### src/sv/lcbc_pkg.sv
// ---------------------------------------------------------------------------
// lcbc_pkg
// shared types, widths and helper functions for the luhn card brand check
// ---------------------------------------------------------------------------
package lcbc_pkg;

    localparam int BIN_W      = 63;               // card number width
    localparam int IN_TDATA_W = 64;               // input bus, padded to bytes
    localparam int NDIG       = 19;               // decimal digits held
    localparam int DIG_W      = 4;
    localparam int BCD_W      = NDIG * DIG_W;
    localparam int STEPS      = 3;                // shift steps per stage
    localparam int NSTG       = BIN_W / STEPS;    // conversion stages
    localparam int CNT_W      = 5;
    localparam int SUM_W      = 8;                // luhn sum, at most 171
    localparam int NGRP       = 4;                // partial sum groups
    localparam int GRP_SZ     = 5;                // digits per group
    localparam int BRAND_W    = 2;
    localparam int OUT_TDATA_W = 8;

    typedef logic [DIG_W-1:0] t_digit;
    typedef logic [CNT_W-1:0] t_count;
    typedef logic [SUM_W-1:0] t_sum;

    typedef enum logic [BRAND_W-1:0] {
        BRAND_INVALID    = 2'd0,
        BRAND_AMEX       = 2'd1,
        BRAND_MASTERCARD = 2'd2,
        BRAND_VISA       = 2'd3
    } t_brand;

    // conversion state: bcd digits above the binary bits still to shift in
    typedef struct packed {
        logic [BCD_W-1:0] bcd;
        logic [BIN_W-1:0] bin;
    } t_dd;

    // digit sum of twice the digit
    function automatic t_digit luhn_dbl(input t_digit d);
        t_digit r;
        unique case (d)
            4'd0: r = 4'd0;
            4'd1: r = 4'd2;
            4'd2: r = 4'd4;
            4'd3: r = 4'd6;
            4'd4: r = 4'd8;
            4'd5: r = 4'd1;
            4'd6: r = 4'd3;
            4'd7: r = 4'd5;
            4'd8: r = 4'd7;
            4'd9: r = 4'd9;
            default: r = 4'd0;
        endcase
        return r;
    endfunction

    // true when the sum is a multiple of ten
    function automatic logic is_mult10(input t_sum s);
        logic hit;
        hit = 1'b0;
        for (int k = 0; k < 26; k++) begin
            if (s == SUM_W'(k * 10)) begin
                hit = 1'b1;
            end
        end
        return hit;
    endfunction

endpackage

### src/sv/lcbc_dabble_stage.sv
// ---------------------------------------------------------------------------
// lcbc_dabble_stage
// one register stage of the binary to bcd shifter, lcbc_pkg::STEPS shift steps deep
// ---------------------------------------------------------------------------
module lcbc_dabble_stage (
    input  logic            i_clk,
    input  logic            i_rst_n,
    input  logic            i_en,
    input  logic            i_valid,
    input  lcbc_pkg::t_dd   i_data,
    output logic            o_valid,
    output lcbc_pkg::t_dd   o_data
);

    logic          r_valid;
    lcbc_pkg::t_dd r_data;
    lcbc_pkg::t_dd n_data;

    always_comb begin
        n_data = i_data;
        for (int s = 0; s < lcbc_pkg::STEPS; s++) begin
            for (int d = 0; d < lcbc_pkg::NDIG; d++) begin
                if (n_data.bcd[d*lcbc_pkg::DIG_W +: lcbc_pkg::DIG_W] >= 4'd5) begin
                    n_data.bcd[d*lcbc_pkg::DIG_W +: lcbc_pkg::DIG_W] =
                        n_data.bcd[d*lcbc_pkg::DIG_W +: lcbc_pkg::DIG_W] + 4'd3;
                end
            end
            n_data = n_data << 1;
        end
    end

    always_ff @(posedge i_clk) begin
        if (!i_rst_n) begin
            r_valid <= 1'b0;
        end else if (i_en) begin
            r_valid <= i_valid;
        end
    end

    always_ff @(posedge i_clk) begin
        if (i_en) begin
            r_data <= n_data;
        end
    end

    assign o_valid = r_valid;
    assign o_data  = r_data;

endmodule

### config.mk
export PLATFORM = sky130hd
export DESIGN_NAME = lcbc_dabble_stage
export DESIGN_NICKNAME = d
export VERILOG_FILES = /design/src/sv/lcbc_pkg.sv /design/src/sv/lcbc_dabble_stage.sv
export SDC_FILE = /design/constraint.sdc
export NUM_CORES = 1
export LEC_CHECK = 0
export BUFFER_PORTS_ARGS = -buffer_cell sky130_fd_sc_hd__buf_2
export CAP_MARGIN = 10
export CORE_MARGIN = 5
export CORE_UTILIZATION = 35
export DETAILED_ROUTE_END_ITERATION = 12
export SYNTH_ARGS = -nofsm -noshare
export SYNTH_HDL_FRONTEND = slang
export SYNTH_SLANG_ARGS = --single-unit
export TNS_END_PERCENT = 30
### constraint.sdc
create_clock -name i_clk -period 7.02 [get_ports i_clk]
set_input_delay 0 -clock i_clk [delete_from_list [all_inputs] [get_ports i_clk]]
set_output_delay 0 -clock i_clk [all_outputs]
set_load 0.1 [all_outputs]
==> results of run 1 <==
[worst register-to-register path: stages, from the launching register on]
cell and delay (ns):
dfxtp_1 0.31, mux2i_1 0.12, nor2b_1 0.05, dlygate4sd3_1 0.55
[final cells by class]
| cell class | count | area (um2) |
|---|---|---|
| repair buffers | 344 | 2050 |
| multi-input cells | 697 | 4990 |
| clock buffers | 17 | 425 |
| well taps | 341 | 427 |
| fillers | 2478 | 14200 |
| clock inverters | 15 | 148 |
| diodes | 2 | 5.00 |
| inverters | 70 | 263 |
| flip-flops and latches | 137 | 4100 |
[per-layer routing]
metal,global-route usage,share of wire,up-vias
li1,-,-,4114
met1,0.175,0.44,3710
met2,0.254,0.49,181
met3,0.0449,0.055,26
met4,0.0333,0.015,4
met5,0,0.00062,-
[timing repair]
action	in CTS	in global routing
hold endpoints to repair	63	0
hold buffers	64	0
gates resized for setup	0	0
[registers in the layout, indices dropped and copies added (netlist names)]
register / flops
o_valid: 1
o_data: 136
[worst max path at each step]
stage / startpoint / endpoint / cells after the start
finish: i_data[132] / o_data[136]$_DFFE_PP_ / 15
global placement: i_data[132] / o_data[137]$_DFFE_PP_ / 16
CTS: i_data[132] / o_data[137]$_DFFE_PP_ / 15
global route: i_data[136] / o_data[137]$_DFFE_PP_ / 16
detailed placement: i_data[132] / o_data[137]$_DFFE_PP_ / 15
floorplan: i_data[136] / o_data[137]$_DFFE_PP_ / 14
[cells by family after synthesis]
group / count (synthesis) / share of synthesized area
multiplexers: 58 / 0.0658
flip-flops: 137 / 0.437
XOR/XNOR: 64 / 0.0605
adder cells (fa/ha/maj): 58 / 0.0773
AO/OA/AOI/OAI: 337 / 0.220
other: 1 / 0.000400
AND/OR/NAND/NOR: 177 / 0.107
buffers and inverters: 77 / 0.0321
[layout by cell type (no fill, tap or decap), types with 4 or more instances in the layout]
cell / synthesis / routed
buf_2: 1 / 278
edfxtp_1: 136 / 136
o21ai_0: 103 / 103
a21oi_1: 73 / 73
inv_1: 64 / 64
dlygate4sd3_1: 0 / 64
ha_1: 58 / 58
xnor2_1: 50 / 50
o21ai_1: 40 / 40
mux2i_1: 31 / 31
nand2b_1: 29 / 29
nand2_1: 28 / 28
nor2_1: 26 / 26
nor3b_1: 25 / 25
a31oi_1: 25 / 25
mux2_2: 23 / 23
nor2b_1: 21 / 21
a21oi_2: 20 / 20
clkbuf_16: 0 / 17
o21bai_1: 16 / 16
a22o_1: 15 / 15
xor2_1: 13 / 13
nor3_1: 11 / 11
a22oi_1: 10 / 10
o21ai_2: 10 / 10
nand3_1: 9 / 9
nand3b_1: 8 / 8
or3_1: 8 / 8
inv_2: 6 / 6
a21o_1: 5 / 5
inv_6: 0 / 5
inv_8: 0 / 5
a21oi_4: 4 / 4
or2_0: 4 / 4
[power groups by stage]
| stage | Clock (mW) | Combinational, mW | Sequential (mW) |
|---|---|---|---|
| 2_1_floorplan | 0 | 0.542 | 2.03 |
| 3_3_place_gp | 0 | 1.74 | 1.12 |
| 3_5_place_dp | 0 | 1.76 | 1.12 |
| 4_1_cts | 0.908 | 1.79 | 1.10 |
| 5_1_grt | 0.945 | 1.89 | 1.11 |
| 6_report | 0.875 | 1.78 | 1.10 |
[cell usage after synthesis (26+ instances only)]
cell type	instances
nor2_1	26
nand2b_1	29
o21ai_1	40
ha_1	58
xnor2_1	50
mux2i_1	31
o21ai_0	103
inv_1	64
a21oi_1	73
edfxtp_1	136
nand2_1	28
==> summary.md, run 1 <==
| Metric | Value |
|---|---|
| Largest cells by area after synthesis | edfxtp_1 (44%), ha_1 (7.7%), o21ai_0 (5.5%) |
| Setup_tns | 0 ns |
| Global-route usage over all layers | 0.145 |
| Worst Setup End Kind | flip-flop |
| Clk_lat worst skew | between 0.4 and 0.5 ns |
| Avg Inst Size Synth | 10.3 um2 |
| Width of the die | 174 um |
| Setup Buffers After CTS | 0 |
| Post-DP HPWL | between 15000 and 20000 um |
| Hold Path Stages | 1 |
| Synth Warn # | 0 |
| CTS root buf | clkbuf_16 |
| Clock transition at path regs | approximately 0.070 ns |
| First-pass GRT wire length | 36400 um |
| Share of flip-flops with an asynchronous set or reset | 0 |
| ANT nets after route | 0 |
| Critical R2R Launch | o_valid$_SDFFE_PN0P_ |
| Initial Util | 0.352 |
| HP Start | i_en |
| Vias in the first global route | between 7000 and 8000 |
| Max H-tree Level | 4 |
| DR vias/cell | around 5 |
| Post-synth top area share | 0.435 |
| R2R Path End | o_valid$_SDFFE_PN0P_ |
| Worst VDD drop | approximately 0.00014 V |
| Die Height | approximately 170 um |
| Slowest-stage cell, CP | or3b_2 |
| Number of flops mapped to enable cells by yosys | 136 |
| GR Overflow Total | 0 |
| CP Class | input port to flip-flop |
| Vias post-DR | approximately 8000 |
| Minimum clock period | 2.45 ns |
| Placed Instance Area | about 0.011 mm2 |
| I/O Buffers | about 280 |
| Clk buf depth | 2 |
| Largest net degree at the start of global routing | 74 |
| Fin Hold WS | 0.0893 ns |
| Slew Viols, Final | 0 |
| Crit path buffers/inverters | 3 |
| Antenna violations before repair | 3 |
| Most frequent CP cell | ha_1 |
| Die area | between 0.03 and 0.04 mm2 |
| Starting DRT DRC Count | between 400 and 500 |
| Residual DRC | 0 |
| Io pins | 283 |
| Net Sw Power | between 1.5 and 2 mW |
| FF+latch count, synth | approximately 140 |
| Pwr Total | roughly 3.8 mW |
| Crit-path cells | buf_2, inv_1, ha_1, nand2b_1, nor2b_1, mux2i_1, inv_1, ha_1, o21ai_0, or3b_2, o21ai_0, ha_1, nor2_1, o21ba_2, xnor2_1 |
| P_leak | slightly above 5 nW |
| Most used DFF post-synth | edfxtp_1 |
| Worst hold path endpoint | o_data[123]$_DFFE_PP_ |
| Setup WS pre-CTS | ~4.1 ns |
| CP arrival | 2.62 ns |
| Core ar. | between 0.02 and 0.03 mm2 |
| Clock sinks | about 140 |
| Endpoints failing hold | 0 |
| Max Fclk | around 0.41 GHz |
| CTS tree | done |
| Sequential share of power | 0.293 |
| Final Setup Violations | 0 |
| Internal power | roughly 1.9 mW |
| CTS Buf Count | 17 |
| Switching Fraction | 0.482 |
| Final wirelength | about 23000 um |
| GP Congestion | about 0.8 |
| Delay-heaviest family, CP | simple AND/OR/NAND/NOR gates |
| Status | complete, no violations |
| Period utilisation layout | 0.348 |
| Wire length per cell | 13.9 um |
| Crit path launch type | input port |
| Worst setup margin | between 4 and 5 ns |
| R2r setup slk | 5.88 ns |
| Max_cap viols | 0 |
| Yosys top cell by area | edfxtp_1 |
| Post-route clock skew | 0 ns |
| Synth cell types | 57 |
| Post-layout util | 0.466 |
| Area Growth Syn to Fin | 32.2% |
| Worst-margin pin slew | around 0.96 ns |
| Share of layout cells above drive strength 1 | 0.301 |
| Final Instance Area | approximately 0.012 mm2 |
| Detailed Routing Iterations Pass 1 | 5 |
| Final #Nets | roughly 1500 |
| Critical path data required time | a little over 7 ns |
| Mapped Cells | slightly above 900 |
| RSZ-0062 raised after global routing | no |
| R2R cell count | 3 |
| Min-delay worst type | input port to flip-flop |
| Slew Limit Headroom | 0.363 |
| Clock power frac | 0.233 |
| Placed cell count | approximately 1500 |
| Max FO, Critical Path | 4 |
| Cell row count | 60 |
| Logic pwr share | 0.474 |
| PD cells | roughly 300 mW/mm2 |
| Crit-path max cell delay | between 0.4 and 0.5 ns |
| Non-Filler Instances | between 1500 and 2000 |
| Sequential area share after synthesis | 0.437 |
| Mapped Area | around 0.0094 mm2 |
(Power assumes the default switching activity.)
==> inputs of run 2 (changes only) <==
==> constraint.sdc (replaced) <==
create_clock -name i_clk -period 2.1 [get_ports i_clk]
set_input_delay 0 -clock i_clk [delete_from_list [all_inputs] [get_ports i_clk]]
set_output_delay 0 -clock i_clk [all_outputs]
set_load 0.1 [all_outputs]
==> run 2 against run 1 <==
Net effect:
- power grew to 3.6 times the previous value
- critical path depth grew 1
- combinational power grew to 3.7 times the previous value
- global-route usage grew 1.1 points
- final cell count grew 13%
- sequential power grew to 3.4 times the previous value
- critical path type unchanged
==> summary.md, run 2 (synthesized netlist as in run 1, its figures left out) <==
| Metric | Value |
|---|---|
| First-pass GRT wire length | 39500 um (+8.3%) |
| Critical R2R Launch | o_valid$_SDFFE_PN0P_ |
| CTS tree | done |
| Final Instance Area | 0.0142 mm2 (+15%) |
| Most common cell after layout, fill and taps aside | buf_2 |
| Slew Limit Headroom | 0.632 (+0.270) |
| Clock sinks | 137 (unchanged) |
| Detailed Routing Iterations Pass 1 | 4 (-1) |
| Final wirelength | 24100 um (+6.6%) |
| Wire length per cell | 13.1 um (-6.0%) |
| Vias in the first global route | 8312 (+9.5%) |
| Crit path launch type | input port |
| Residual DRC | 0 (unchanged) |
| Min-delay worst type | input port to flip-flop |
| Crit-path max cell delay | 0.40 ns (-0.05 ns) |
| Vias post-DR | 8812 (+9.7%) |
| Largest net degree at the start of global routing | 53 (-28%) |
| Max reg flops | 136 (unchanged) |
| Slowest-stage cell, CP | or3b_4 |
| Post-route clock skew | 0 ns (unchanged) |
| Final #Nets | 1686 (+15%) |
| Minimum clock period | 2.04 ns |
| GR Overflow Total | 0 (unchanged) |
| Width of the die | 174 um (unchanged) |
| Crit-path cells | buf_2, inv_2, ha_1, nand2b_4, a21oi_4, xnor2_2, inv_1, ha_2, o21ai_2, or3b_4, o21ai_4, ha_2, inv_1, nor2_1, o21ba_2, mux2i_1 |
| Cell row count | 60 (unchanged) |
| Period utilisation layout | 0.972 |
| P_leak | 6.27 nW (+21%) |
| ANT nets after route | 0 (unchanged) |
| CP startpoint | i_data[136] |
| Status | complete, no violations |
| CP arrival | 2.30 ns (-0.32 ns) |
| Antenna violations before repair | 4 (+1) |
| Post-DP HPWL | 19000 um (+11%) |
| Max_cap viols | 0 (unchanged) |
| Placed cell count | 1741 (+14%) |
| HP Start | i_data[61] |
| CP Class | input port to flip-flop |
| Final Setup Violations | 0 (unchanged) |
| Global-route usage over all layers | 0.156 (+0.0112) |
| Clk_lat worst skew | 0.40 ns (about the same) |
| Core ar. | 0.0267 mm2 (unchanged) |
| Clock transition at path regs | 0.06 ns (about the same) |
| Share of layout cells above drive strength 1 | 0.413 (+0.112) |
| Clk buf depth | 2 (unchanged) |
| Area Growth Syn to Fin | 51.7% |
| Max H-tree Level | 4 (unchanged) |
| Max Fclk | about 0.5 GHz |
| CTS root buf | clkbuf_16 |
| Most frequent cells in the layout | buf_2 (277), buf_4 (219), edfxtp_1 (136) |
| Starting DRT DRC Count | 309 (-23%) |
| CTS Buf Count | 17 (unchanged) |
| Fin Hold WS | 0.0287 ns (-0.0606 ns) |
| I/O Buffers | 279 (unchanged) |
| Slew Viols, Final | 0 (unchanged) |
| Critical path data required time | 2.36 ns (-4.83 ns) |
| Die Height | 174 um (unchanged) |
| Worst-margin pin slew | 0.551 ns (-0.405 ns) |
| DR vias/cell | 4.79 (-3.3%) |
| Placed Instance Area | 0.0129 mm2 (+16%) |
| GP Congestion | 0.785 (-2.2%) |
| Initial Util | 0.352 (unchanged) |
| Io pins | 283 (unchanged) |
| Endpoints failing hold | 0 (unchanged) |
| Worst Setup End Kind | flip-flop |
| PD cells | 947 mW/mm2 (+210%) |
| Max FO, Critical Path | 3 (-1) |
| Worst VDD drop | 0.000552 V (+280%) |
| Die area | 0.0302 mm2 (unchanged) |
| Non-Filler Instances | 1841 (+13%) |
[run 2: cell types whose count changed in the layout (fill, tap and decap cells not counted), sizes merged]
cell,delta
inv,-7
clkinv,+3
dlygate4sd3,-1
bufinv,+4
buf,+219
[run 2: metal layers]
layer	routed length [um]	share of wire	track usage	up-vias
li1	-	-	-	4551
met1	10400	0.43	0.186	4048
met3	1200	0.050	0.0406	26
met2	12100	0.50	0.282	181
met4	376	0.016	0.0360	6
met5	22	0.00091	0	-
[run 2: where the power goes]
group	switching (mW)	internal, mW	total, mW
combinational	4.73	1.87	6.60
sequential	0.116	3.58	3.69
clock	1.20	1.99	3.19
[run 2: worst paths after layout]
path,end,slack [ns],cells past startpoint
min,o_data[67]$_DFFE_PP_,0.03,2
min reg2reg,o_valid$_SDFFE_PN0P_,1.05,3
max reg2reg,o_valid$_SDFFE_PN0P_,0.97,3
max,o_data[137]$_DFFE_PP_,0.06,16
[run 2: final cells by class]
type,count,area [um2]
Clock inverter,15,199
Clock buffer,17,425
Inverter,70,275
Multi-Input combinational cell,697,5090
Fill cell,2396,12400
Antenna cell,2,5.00
Tap cell,341,427
Sequential cell,137,4100
Timing Repair Buffer,562,3710
[run 2: repair_timing]
item / CTS / global route
buffers inserted: 0 / 3
hold buffers: 63 / 0
gates resized for setup: 0 / 8
hold endpoints to repair: 62 / 0
endpoints found under the setup margin: 0 / 3
[run 2: worst max-delay path, delay by kind of cell]
family	cells	cell delay, ns
adder cells (fa/ha/maj)	3	0.55
XOR/XNOR	1	0.13
AND/OR/NAND/NOR	3	0.62
buffers and inverters	4	0.27
AO/OA/AOI/OAI	4	0.53
multiplexers	1	0.18
[run 2: per-stage QoR]
stage	power (mW)	TNS (ns)	setup WS [ns]	util
final	13.5	0	0.0590	0.534
after global routing	14.2	-0.106	-0.0652	0.534
after CTS	13.6	0	0.0593	0.532
after detailed placement	10.3	-6.52	-0.386	0.485
after global placement	10.2	-4.41	-0.327	0.485
after floorplan	8.62	-0.467	-0.182	-
