<file path="config.mk">
export PLATFORM = sky130hd
export DESIGN_NAME = lcbc_digit_eval
export DESIGN_NICKNAME = d
export VERILOG_FILES = /design/src/sv/lcbc_pkg.sv /design/src/sv/lcbc_digit_eval.sv
export SDC_FILE = /design/constraint.sdc
export NUM_CORES = 1
export LEC_CHECK = 0
export BUFFER_PORTS_ARGS = -buffer_cell sky130_fd_sc_hd__buf_2
export CORE_AREA = 5 5 148 150
export DETAILED_ROUTE_END_ITERATION = 7
export DIE_AREA = 0 0 153 155
export MAX_ROUTING_LAYER = met4
export PLACE_DENSITY = 0.68
export SKIP_CTS_REPAIR_TIMING = 1
export SLEW_MARGIN = 20
export SYNTH_ARGS = -nofsm -noshare
export SYNTH_HDL_FRONTEND = slang
export SYNTH_SLANG_ARGS = --single-unit
</file>
<file path="constraint.sdc">
create_clock -name i_clk -period 8.3 [get_ports i_clk]
set_input_delay 2.49 -clock i_clk [delete_from_list [all_inputs] [get_ports i_clk]]
set_output_delay 2.49 -clock i_clk [all_outputs]
set_load 0.01 [all_outputs]
</file>
<file path="src/sv/lcbc_pkg.sv">
// ---------------------------------------------------------------------------
// lcbc_pkg
// shared types, widths and helper functions for the luhn card brand check
// ---------------------------------------------------------------------------
package lcbc_pkg;

    localparam int BIN_W      = 63;               // card number width
    localparam int IN_TDATA_W = 64;               // input bus, padded to bytes
    localparam int NDIG       = 19;               // decimal digits held
    localparam int DIG_W      = 4;
    localparam int BCD_W      = NDIG * DIG_W;
    localparam int STEPS      = 3;                // shift steps per stage
    localparam int NSTG       = BIN_W / STEPS;    // conversion stages
    localparam int CNT_W      = 5;
    localparam int SUM_W      = 8;                // luhn sum, at most 171
    localparam int NGRP       = 4;                // partial sum groups
    localparam int GRP_SZ     = 5;                // digits per group
    localparam int BRAND_W    = 2;
    localparam int OUT_TDATA_W = 8;

    typedef logic [DIG_W-1:0] t_digit;
    typedef logic [CNT_W-1:0] t_count;
    typedef logic [SUM_W-1:0] t_sum;

    typedef enum logic [BRAND_W-1:0] {
        BRAND_INVALID    = 2'd0,
        BRAND_AMEX       = 2'd1,
        BRAND_MASTERCARD = 2'd2,
        BRAND_VISA       = 2'd3
    } t_brand;

    // conversion state: bcd digits above the binary bits still to shift in
    typedef struct packed {
        logic [BCD_W-1:0] bcd;
        logic [BIN_W-1:0] bin;
    } t_dd;

    // digit sum of twice the digit
    function automatic t_digit luhn_dbl(input t_digit d);
        t_digit r;
        unique case (d)
            4'd0: r = 4'd0;
            4'd1: r = 4'd2;
            4'd2: r = 4'd4;
            4'd3: r = 4'd6;
            4'd4: r = 4'd8;
            4'd5: r = 4'd1;
            4'd6: r = 4'd3;
            4'd7: r = 4'd5;
            4'd8: r = 4'd7;
            4'd9: r = 4'd9;
            default: r = 4'd0;
        endcase
        return r;
    endfunction

    // true when the sum is a multiple of ten
    function automatic logic is_mult10(input t_sum s);
        logic hit;
        hit = 1'b0;
        for (int k = 0; k < 26; k++) begin
            if (s == SUM_W'(k * 10)) begin
                hit = 1'b1;
            end
        end
        return hit;
    endfunction

endpackage

</file>
<file path="src/sv/lcbc_digit_eval.sv">
// ---------------------------------------------------------------------------
// lcbc_digit_eval
// digit count, leading digits, luhn sum and brand decode over four stages
// ---------------------------------------------------------------------------
module lcbc_digit_eval (
    input  logic                       i_clk,
    input  logic                       i_rst_n,
    input  logic                       i_en,
    input  logic                       i_valid,
    input  logic [lcbc_pkg::BCD_W-1:0] i_bcd,
    output logic                       o_valid,
    output lcbc_pkg::t_brand           o_brand,
    output logic                       o_luhn_ok,
    output lcbc_pkg::t_count           o_count
);

    // stage 1: count, leading digits, luhn terms
    logic             [3:0] r_valid;
    lcbc_pkg::t_count       r1_cnt, n1_cnt;
    lcbc_pkg::t_digit       r1_hi, n1_hi, r1_lo, n1_lo;
    lcbc_pkg::t_digit [lcbc_pkg::NDIG-1:0] r1_term, n1_term;
    // stage 2: partial sums
    lcbc_pkg::t_count       r2_cnt;
    lcbc_pkg::t_digit       r2_hi, r2_lo;
    lcbc_pkg::t_sum   [lcbc_pkg::NGRP-1:0] r2_part, n2_part;
    // stage 3: full sum
    lcbc_pkg::t_count       r3_cnt;
    lcbc_pkg::t_digit       r3_hi, r3_lo;
    lcbc_pkg::t_sum         r3_sum, n3_sum;
    // stage 4: result
    lcbc_pkg::t_count       r4_cnt;
    lcbc_pkg::t_brand       r4_brand, n4_brand;
    logic                   r4_ok, n4_ok;
    lcbc_pkg::t_digit       dig;

    always_comb begin
        n1_cnt  = '0;
        n1_hi   = '0;
        n1_lo   = '0;
        dig     = '0;
        n1_term = '0;
        for (int k = 0; k < lcbc_pkg::NDIG; k++) begin
            dig = i_bcd[k*lcbc_pkg::DIG_W +: lcbc_pkg::DIG_W];
            n1_term[k] = (k % 2 == 1) ? lcbc_pkg::luhn_dbl(dig) : dig;
            if (dig != 4'd0) begin
                n1_cnt = lcbc_pkg::CNT_W'(k + 1);
                n1_hi  = dig;
                n1_lo  = (k > 0) ? i_bcd[(k-1)*lcbc_pkg::DIG_W +: lcbc_pkg::DIG_W] : 4'd0;
            end
        end
    end

    always_comb begin
        n2_part = '0;
        for (int g = 0; g < lcbc_pkg::NGRP; g++) begin
            for (int j = 0; j < lcbc_pkg::GRP_SZ; j++) begin
                if (g * lcbc_pkg::GRP_SZ + j < lcbc_pkg::NDIG) begin
                    n2_part[g] = n2_part[g]
                        + lcbc_pkg::SUM_W'(r1_term[g * lcbc_pkg::GRP_SZ + j]);
                end
            end
        end
    end

    always_comb begin
        n3_sum = '0;
        for (int g = 0; g < lcbc_pkg::NGRP; g++) begin
            n3_sum = n3_sum + r2_part[g];
        end
    end

    always_comb begin
        n4_ok    = lcbc_pkg::is_mult10(r3_sum);
        n4_brand = lcbc_pkg::BRAND_INVALID;
        if (n4_ok) begin
            priority if (r3_cnt == 5'd15 && r3_hi == 4'd3
                         && (r3_lo == 4'd4 || r3_lo == 4'd7)) begin
                n4_brand = lcbc_pkg::BRAND_AMEX;
            end else if (r3_cnt == 5'd16 && r3_hi == 4'd5
                         && r3_lo >= 4'd1 && r3_lo <= 4'd5) begin
                n4_brand = lcbc_pkg::BRAND_MASTERCARD;
            end else if ((r3_cnt == 5'd13 || r3_cnt == 5'd16) && r3_hi == 4'd4) begin
                n4_brand = lcbc_pkg::BRAND_VISA;
            end else begin
                n4_brand = lcbc_pkg::BRAND_INVALID;
            end
        end
    end

    always_ff @(posedge i_clk) begin
        if (!i_rst_n) begin
            r_valid <= '0;
        end else if (i_en) begin
            r_valid <= {r_valid[2:0], i_valid};
        end
    end

    always_ff @(posedge i_clk) begin
        if (i_en) begin
            r1_cnt   <= n1_cnt;
            r1_hi    <= n1_hi;
            r1_lo    <= n1_lo;
            r1_term  <= n1_term;
            r2_cnt   <= r1_cnt;
            r2_hi    <= r1_hi;
            r2_lo    <= r1_lo;
            r2_part  <= n2_part;
            r3_cnt   <= r2_cnt;
            r3_hi    <= r2_hi;
            r3_lo    <= r2_lo;
            r3_sum   <= n3_sum;
            r4_cnt   <= r3_cnt;
            r4_ok    <= n4_ok;
            r4_brand <= n4_brand;
        end
    end

    assign o_valid   = r_valid[3];
    assign o_brand   = r4_brand;
    assign o_luhn_ok = r4_ok;
    assign o_count   = r4_cnt;

endmodule
</file>
==> results.json, run 1 <==
{
  "setup_tns_ns": 0,
  "setup_ws_ns": 3.918,
  "p_int_mw": 2.189,
  "fill_cells": 1784,
  "ys_warn_count": 0,
  "clkLatencyLatePin_ns": 0.44,
  "routedWlPerCell_um": 19.00,
  "power_mw": 3.329,
  "ys_ff_latch": 162,
  "cts-root-buf": "clkbuf_16",
  "min_from": "r1_hi[0]",
  "num_rows": 53,
  "first_iter_violations": 515,
  "cap_violations": 0,
  "ys_async_sr_fraction_pct": 0,
  "seqPwrFrac_pct": 37.5,
  "hold-worst-slack_ns": 0.4128,
  "ys_types": 66,
  "hpwlAfterDp_mm": 17.47,
  "finalMaxSlewViolations": 0,
  "startpoint": "i_bcd[26]",
  "final_cell_area_um2": 11080,
  "p_sw_mw": 1.140,
  "postPlaceCellArea_um2": 10470,
  "layout_common_cells": "158 x edfxtp_1, 87 x buf_2, 81 x a21oi_1",
  "ant_nets": 0,
  "setup_viol": 0,
  "start_kind": "input port",
  "num_io_pins": 89,
  "synth_nets": 1007,
  "pwr-share-comb_pct": 39.0,
  "initial_core_util_pct": 48.38,
  "grt_pass1_wl_mm": 37.13,
  "power.leakage_nw": 4.008,
  "synth_edf_count": 158,
  "finalHoldViolCount": 0,
  "outcome": "complete, no violations",
  "via_per_inst": 5.722,
  "grt-ovfl-total": 0,
  "cts_buffer_depth": 2,
  "avgSynthCellArea_um2": 11.85,
  "cp.arrival_ns": 4.68,
  "post-route-period-util_pct": 52.79,
  "vdd_drop_max_v": 0.0001542,
  "critical_path_required_ns": 8.59,
  "place_ws_ns": 3.507,
  "die_y_um": 155,
  "path_clk_slew_ns": 0.07,
  "r2r_cells": 12,
  "port_buffers": 88,
  "h-tree-depth": 4,
  "hold_class": "register to register",
  "tightest_slew_ns": 0.9902,
  "wl_mm": 22.66,
  "clock_sinks": 162,
  "drive_gt1_share_pct": 16.28,
  "rsz0062_at_grt": "false",
  "path_class": "input port to register",
  "whs_path_depth": 0,
  "clockPowerShare_pct": 23.5,
  "synth-main-ff-cell": "edfxtp_1",
  "max_slew_margin_pct": 33.99,
  "swShare_pct": 34.24,
  "syn_inst": 839,
  "path_max_fanout": 13,
  "vias": 6826,
  "drt_pass1_iterations": 5,
  "cts_buffers": 17,
  "grtUsageTotal_pct": 20.43,
  "r2r_start": "r1_term[1]",
  "core_area_um2": 20560,
  "dieArea_um2": 23720,
  "end_kind": "register",
  "period_minus_slack_ns": 4.382,
  "drc_errors": 0,
  "cts_tree": "yes",
  "r2r_setup_slack_ns": 4.82,
  "fmax_mhz": 228.2,
  "skew_ns": 0.01544,
  "p_per_area_nw_per_um2": 300.6,
  "mostFrequentLayoutCell": "edfxtp_1",
  "nNetsFinal": 1070,
  "seq_area_frac_synth_pct": 48.51,
  "areaGrowthSynthToFinish_pct": 11.36,
  "syn-cell-area_um2": 9946,
  "grt_antenna_before_repair": 3,
  "die_w_um": 153,
  "grt_pass1_vias": 6909,
  "globalplace.congestion": 0.9106,
  "grt_max_degree": 109
}
per-stage QoR:
step	std cells	utilization [%]
final	1193	53.88
after global routing	1193	53.88
after CTS	1190	53.84
after detailed placement	1158	50.95
after global placement	1158	50.95
after floorplan	839	-
cells in the mapped netlist, drive strengths merged, types with 4 or more instances:
| cell type | instances | area [µm²] |
|---|---|---|
| nand4b | 4 | 35.03 |
| a21oi | 81 | 405.4 |
| mux2i | 11 | 110.1 |
| nor2 | 55 | 209.0 |
| nor4 | 24 | 326.6 |
| ha | 34 | 425.4 |
| fa | 54 | 1081 |
| a2bb2oi | 5 | 43.79 |
| o211ai | 4 | 30.03 |
| nor3 | 17 | 95.09 |
| clkbuf | 27 | 131.4 |
| o221ai | 5 | 50.04 |
| a31oi | 5 | 31.28 |
| o21bai | 7 | 52.55 |
| o21a | 6 | 45.04 |
| nand2 | 54 | 210.2 |
| nand3b | 4 | 30.03 |
| a21o | 9 | 67.56 |
| edfxtp | 158 | 4745 |
| nor3b | 5 | 37.54 |
| dfxtp | 4 | 80.08 |
| inv | 44 | 165.2 |
| a211oi | 11 | 82.58 |
| xnor2 | 18 | 157.7 |
| nor2b | 27 | 168.9 |
| nand2b | 15 | 93.84 |
| a31o | 5 | 43.79 |
| nand3 | 21 | 105.1 |
| or4 | 16 | 131.4 |
| o21ai | 45 | 225.2 |
| buf | 18 | 138.9 |
| o22ai | 8 | 50.05 |
registers in the layout (all words and copies together) (netlist names):
register   cells
o_brand        2
o_count        5
o_luhn_ok      1
r1_cnt         5
r1_hi          4
r1_lo          4
r1_term       76
r2_cnt         5
r2_hi          4
r2_lo          4
r2_part       27
r3_cnt         5
r3_hi          4
r3_lo          4
r3_sum         8
r_valid        4
worst max-delay path, cell delays in order:
cell,delay (ns)
buf_2,0.13
nor4_2,0.82
nand3_1,0.35
a211oi_1,0.36
o31ai_1,0.13
a31oi_1,0.25
o21a_1,0.15
cell type report:
| class | instances | area [µm²] | area share, % |
|---|---|---|---|
| timing repair buffer | 89 | 454.2 | 4.101 |
| tap | 275 | 344.1 | 3.107 |
| antenna | 3 | 7.507 | 0.06778 |
| multi-input combinational | 588 | 4686 | 42.31 |
| clock inverter | 15 | 168.9 | 1.525 |
| sequential | 162 | 4825 | 43.56 |
| clock buffer | 17 | 425.4 | 3.841 |
| inverter | 44 | 165.2 | 1.491 |
routing by layer:
layer	share of wire (%)	GRT usage (%)	vias to the layer above
li1	-	-	3262
met3	5.5	3.894	33
met4	1.9	5.728	0
met2	51	33.51	248
met1	42	26.33	3283
met5	0	-	-
power groups by stage:
stage	registers, mW	clock network (mW)	logic, mW
detailed placement	1.27	0	1.31
global route	1.27	0.835	1.50
floorplan	1.21	0	1.01
finish	1.25	0.784	1.30
global placement	1.26	0	1.23
CTS	1.25	0.796	1.32
worst paths after layout:
kind / endpoint
worst min register to register: r2_hi[0]
worst max-delay path: r1_lo[1]
worst max register to register: r2_part[5]
worst min-delay path: r2_hi[0]
cell families after synthesis:
| group | after synthesis | share of synthesized area, % |
|---|---|---|
| buffers and inverters | 89 | 4.378 |
| AOI/OAI and AO/OA | 215 | 13.59 |
| DFF | 162 | 48.51 |
| xor gates and xnor gates | 20 | 1.761 |
| muxes | 11 | 1.107 |
| and+or+nand+nor | 254 | 15.51 |
| adders and majority gates | 88 | 15.15 |
Power figures use the tool's default switching activity.
==> run 2: changes to the inputs <==
--- a/config.mk
+++ b/config.mk
@@ -10,7 +10,7 @@
 export DETAILED_ROUTE_END_ITERATION = 7
 export DIE_AREA = 0 0 153 155
 export MAX_ROUTING_LAYER = met4
-export PLACE_DENSITY = 0.68
+export PLACE_DENSITY = 0.7
 export SKIP_CTS_REPAIR_TIMING = 1
 export SLEW_MARGIN = 20
 export SYNTH_ARGS = -nofsm -noshare
==> constraint.sdc (replaced) <==
create_clock -name i_clk -period 3.87 [get_ports i_clk]
set_input_delay 1.161 -clock i_clk [delete_from_list [all_inputs] [get_ports i_clk]]
set_output_delay 1.161 -clock i_clk [all_outputs]
set_load 0.01 [all_outputs]
==> results.json, run 2 (synthesis gave the netlist of run 1 again) <==
{
  "max_slew_margin_pct": 54.15,
  "cts_buffer_depth": 2,
  "die_y_um": 155,
  "port_buffers": 88,
  "drive_gt1_share_pct": 16.74,
  "period_minus_slack_ns": 3.255,
  "start_kind": "register",
  "num_rows": 53,
  "vdd_drop_max_v": 0.0003494,
  "wl_mm": 22.84,
  "outcome": "complete, no violations",
  "place_ws_ns": 0.5732,
  "fill_cells": 1769,
  "drt_pass1_iterations": 6,
  "largest_reg_flops": 76,
  "largest_registers": "r1_term x76, r2_part x27, r3_sum x8",
  "regMostFlops": "r1_term",
  "drc_errors": 0,
  "fin_util_pct": 54.29,
  "grt_pass1_wl_mm": 36.91,
  "areaGrowthSynthToFinish_pct": 12.22,
  "vias": 6882,
  "layout_common_cells": "158 x edfxtp_1, 87 x buf_2, 81 x a21oi_1",
  "cp.arrival_ns": 3.45,
  "dieArea_um2": 23720,
  "setup_viol": 0,
  "grtUsageTotal_pct": 20.41,
  "path_clk_slew_ns": 0.07,
  "grt-ovfl-total": 0,
  "hpwlAfterDp_mm": 17.54,
  "grt_max_degree": 59,
  "cts_tree": "yes",
  "clock_sinks": 162,
  "cpMaxStageDelayCell": "fa_1",
  "path_max_fanout": 2,
  "setup_tns_ns": 0,
  "routedWlPerCell_um": 19.07,
  "skew_ns": 0.01463,
  "rsz0062_at_grt": "false",
  "mostFrequentLayoutCell": "edfxtp_1",
  "final_cell_area_um2": 11160,
  "postPlaceCellArea_um2": 10520,
  "finalMaxSlewViolations": 0,
  "clkLatencyLatePin_ns": 0.44,
  "fmax_mhz": 307.2,
  "power.leakage_nw": 4.051,
  "first_iter_violations": 595,
  "core_area_um2": 20560,
  "initial_core_util_pct": 48.38,
  "cts_buffers": 17,
  "num_io_pins": 89,
  "nNetsFinal": 1075,
  "path_class": "register to register",
  "end_kind": "register",
  "hold_class": "register to register",
  "ant_nets": 0,
  "finalHoldViolCount": 0,
  "cap_violations": 0,
  "post-route-period-util_pct": 84.12,
  "slowest_delay_ns": 0.53,
  "via_per_inst": 5.745,
  "globalplace.congestion": 0.9152,
  "grt_antenna_before_repair": 2,
  "cts-root-buf": "clkbuf_16",
  "grt_pass1_vias": 6993,
  "tightest_slew_ns": 0.6826,
  "path_cells": "fa_1, fa_1, inv_1, fa_1, inv_1, ha_1, inv_1, fa_1, inv_1, a21o_1, a21oi_1, xnor2_1",
  "die_w_um": 153,
  "critical_path_required_ns": 4.06,
  "setup_ws_ns": 0.6147,
  "h-tree-depth": 4,
  "p_per_area_nw_per_um2": 642.6
}
[run 2: changes by cell type in the layout (fill, tap and decap cells not counted), sizes merged]
cell    delta
inv        +1
buf        +5
clkinv     -1
[run 2: path summary, 6_finish.rpt]
| kind | start | end | slack [ns] | depth (start not counted) |
|---|---|---|---|---|
| setup reg to reg | r1_term[41] | r2_part[21] | 0.61 | 12 |
| hold / removal | r1_lo[0] | r2_lo[0] | 0.42 | 0 |
| hold reg to reg | r1_lo[0] | r2_lo[0] | 0.42 | 0 |
| setup / recovery | r1_term[41] | r2_part[21] | 0.61 | 12 |
[run 2: stage by stage]
stage	power, mW	std cells	hold slack (ns)
5_1_grt	7.763	1197	0.4339
6_report	7.172	1198	0.4222
4_1_cts	7.245	1195	0.4204
3_5_place_dp	5.475	1163	0.4052
3_3_place_gp	5.351	1163	0.4034
2_1_floorplan	4.760	839	0.4003
[run 2: per-layer routing]
metal / up-vias / track usage, % / routed length (µm)
met3: 41 / 3.421 / 1481
met5: - / - / 0
met4: 0 / 6.534 / 572
met2: 261 / 33.80 / 11500
li1: 3280 / - / -
met1: 3300 / 25.97 / 9284
[run 2: report_power, final]
group          switching (mW)  internal [mW]  leakage, nW  total (mW)
sequential              0.223           2.45         1.58        2.67
combinational            1.42           1.33         2.17        2.75
clock                   0.807          0.944        0.304        1.75
[run 2: critical path, delay by kind of cell (launching register included)]
kind | cells | cell delay (ns)
compound gates | 2 | 0.18
xor+xnor | 1 | 0.12
fa+ha+maj | 5 | 2.05
buf+inv | 4 | 0.25
flops | 1 | 0.40
[run 2: final cells by class]
cell class                 count  area [µm²]  share of cell area [%]
inverter                      44       165.2                   1.480
multi-input combinational    588        4686                   41.98
timing repair buffer          94       504.2                   4.518
antenna                        3       7.507                 0.06726
tap                          275       344.1                   3.083
clock inverter                15       203.9                   1.827
sequential                   162        4825                   43.23
clock buffer                  17       425.4                   3.812
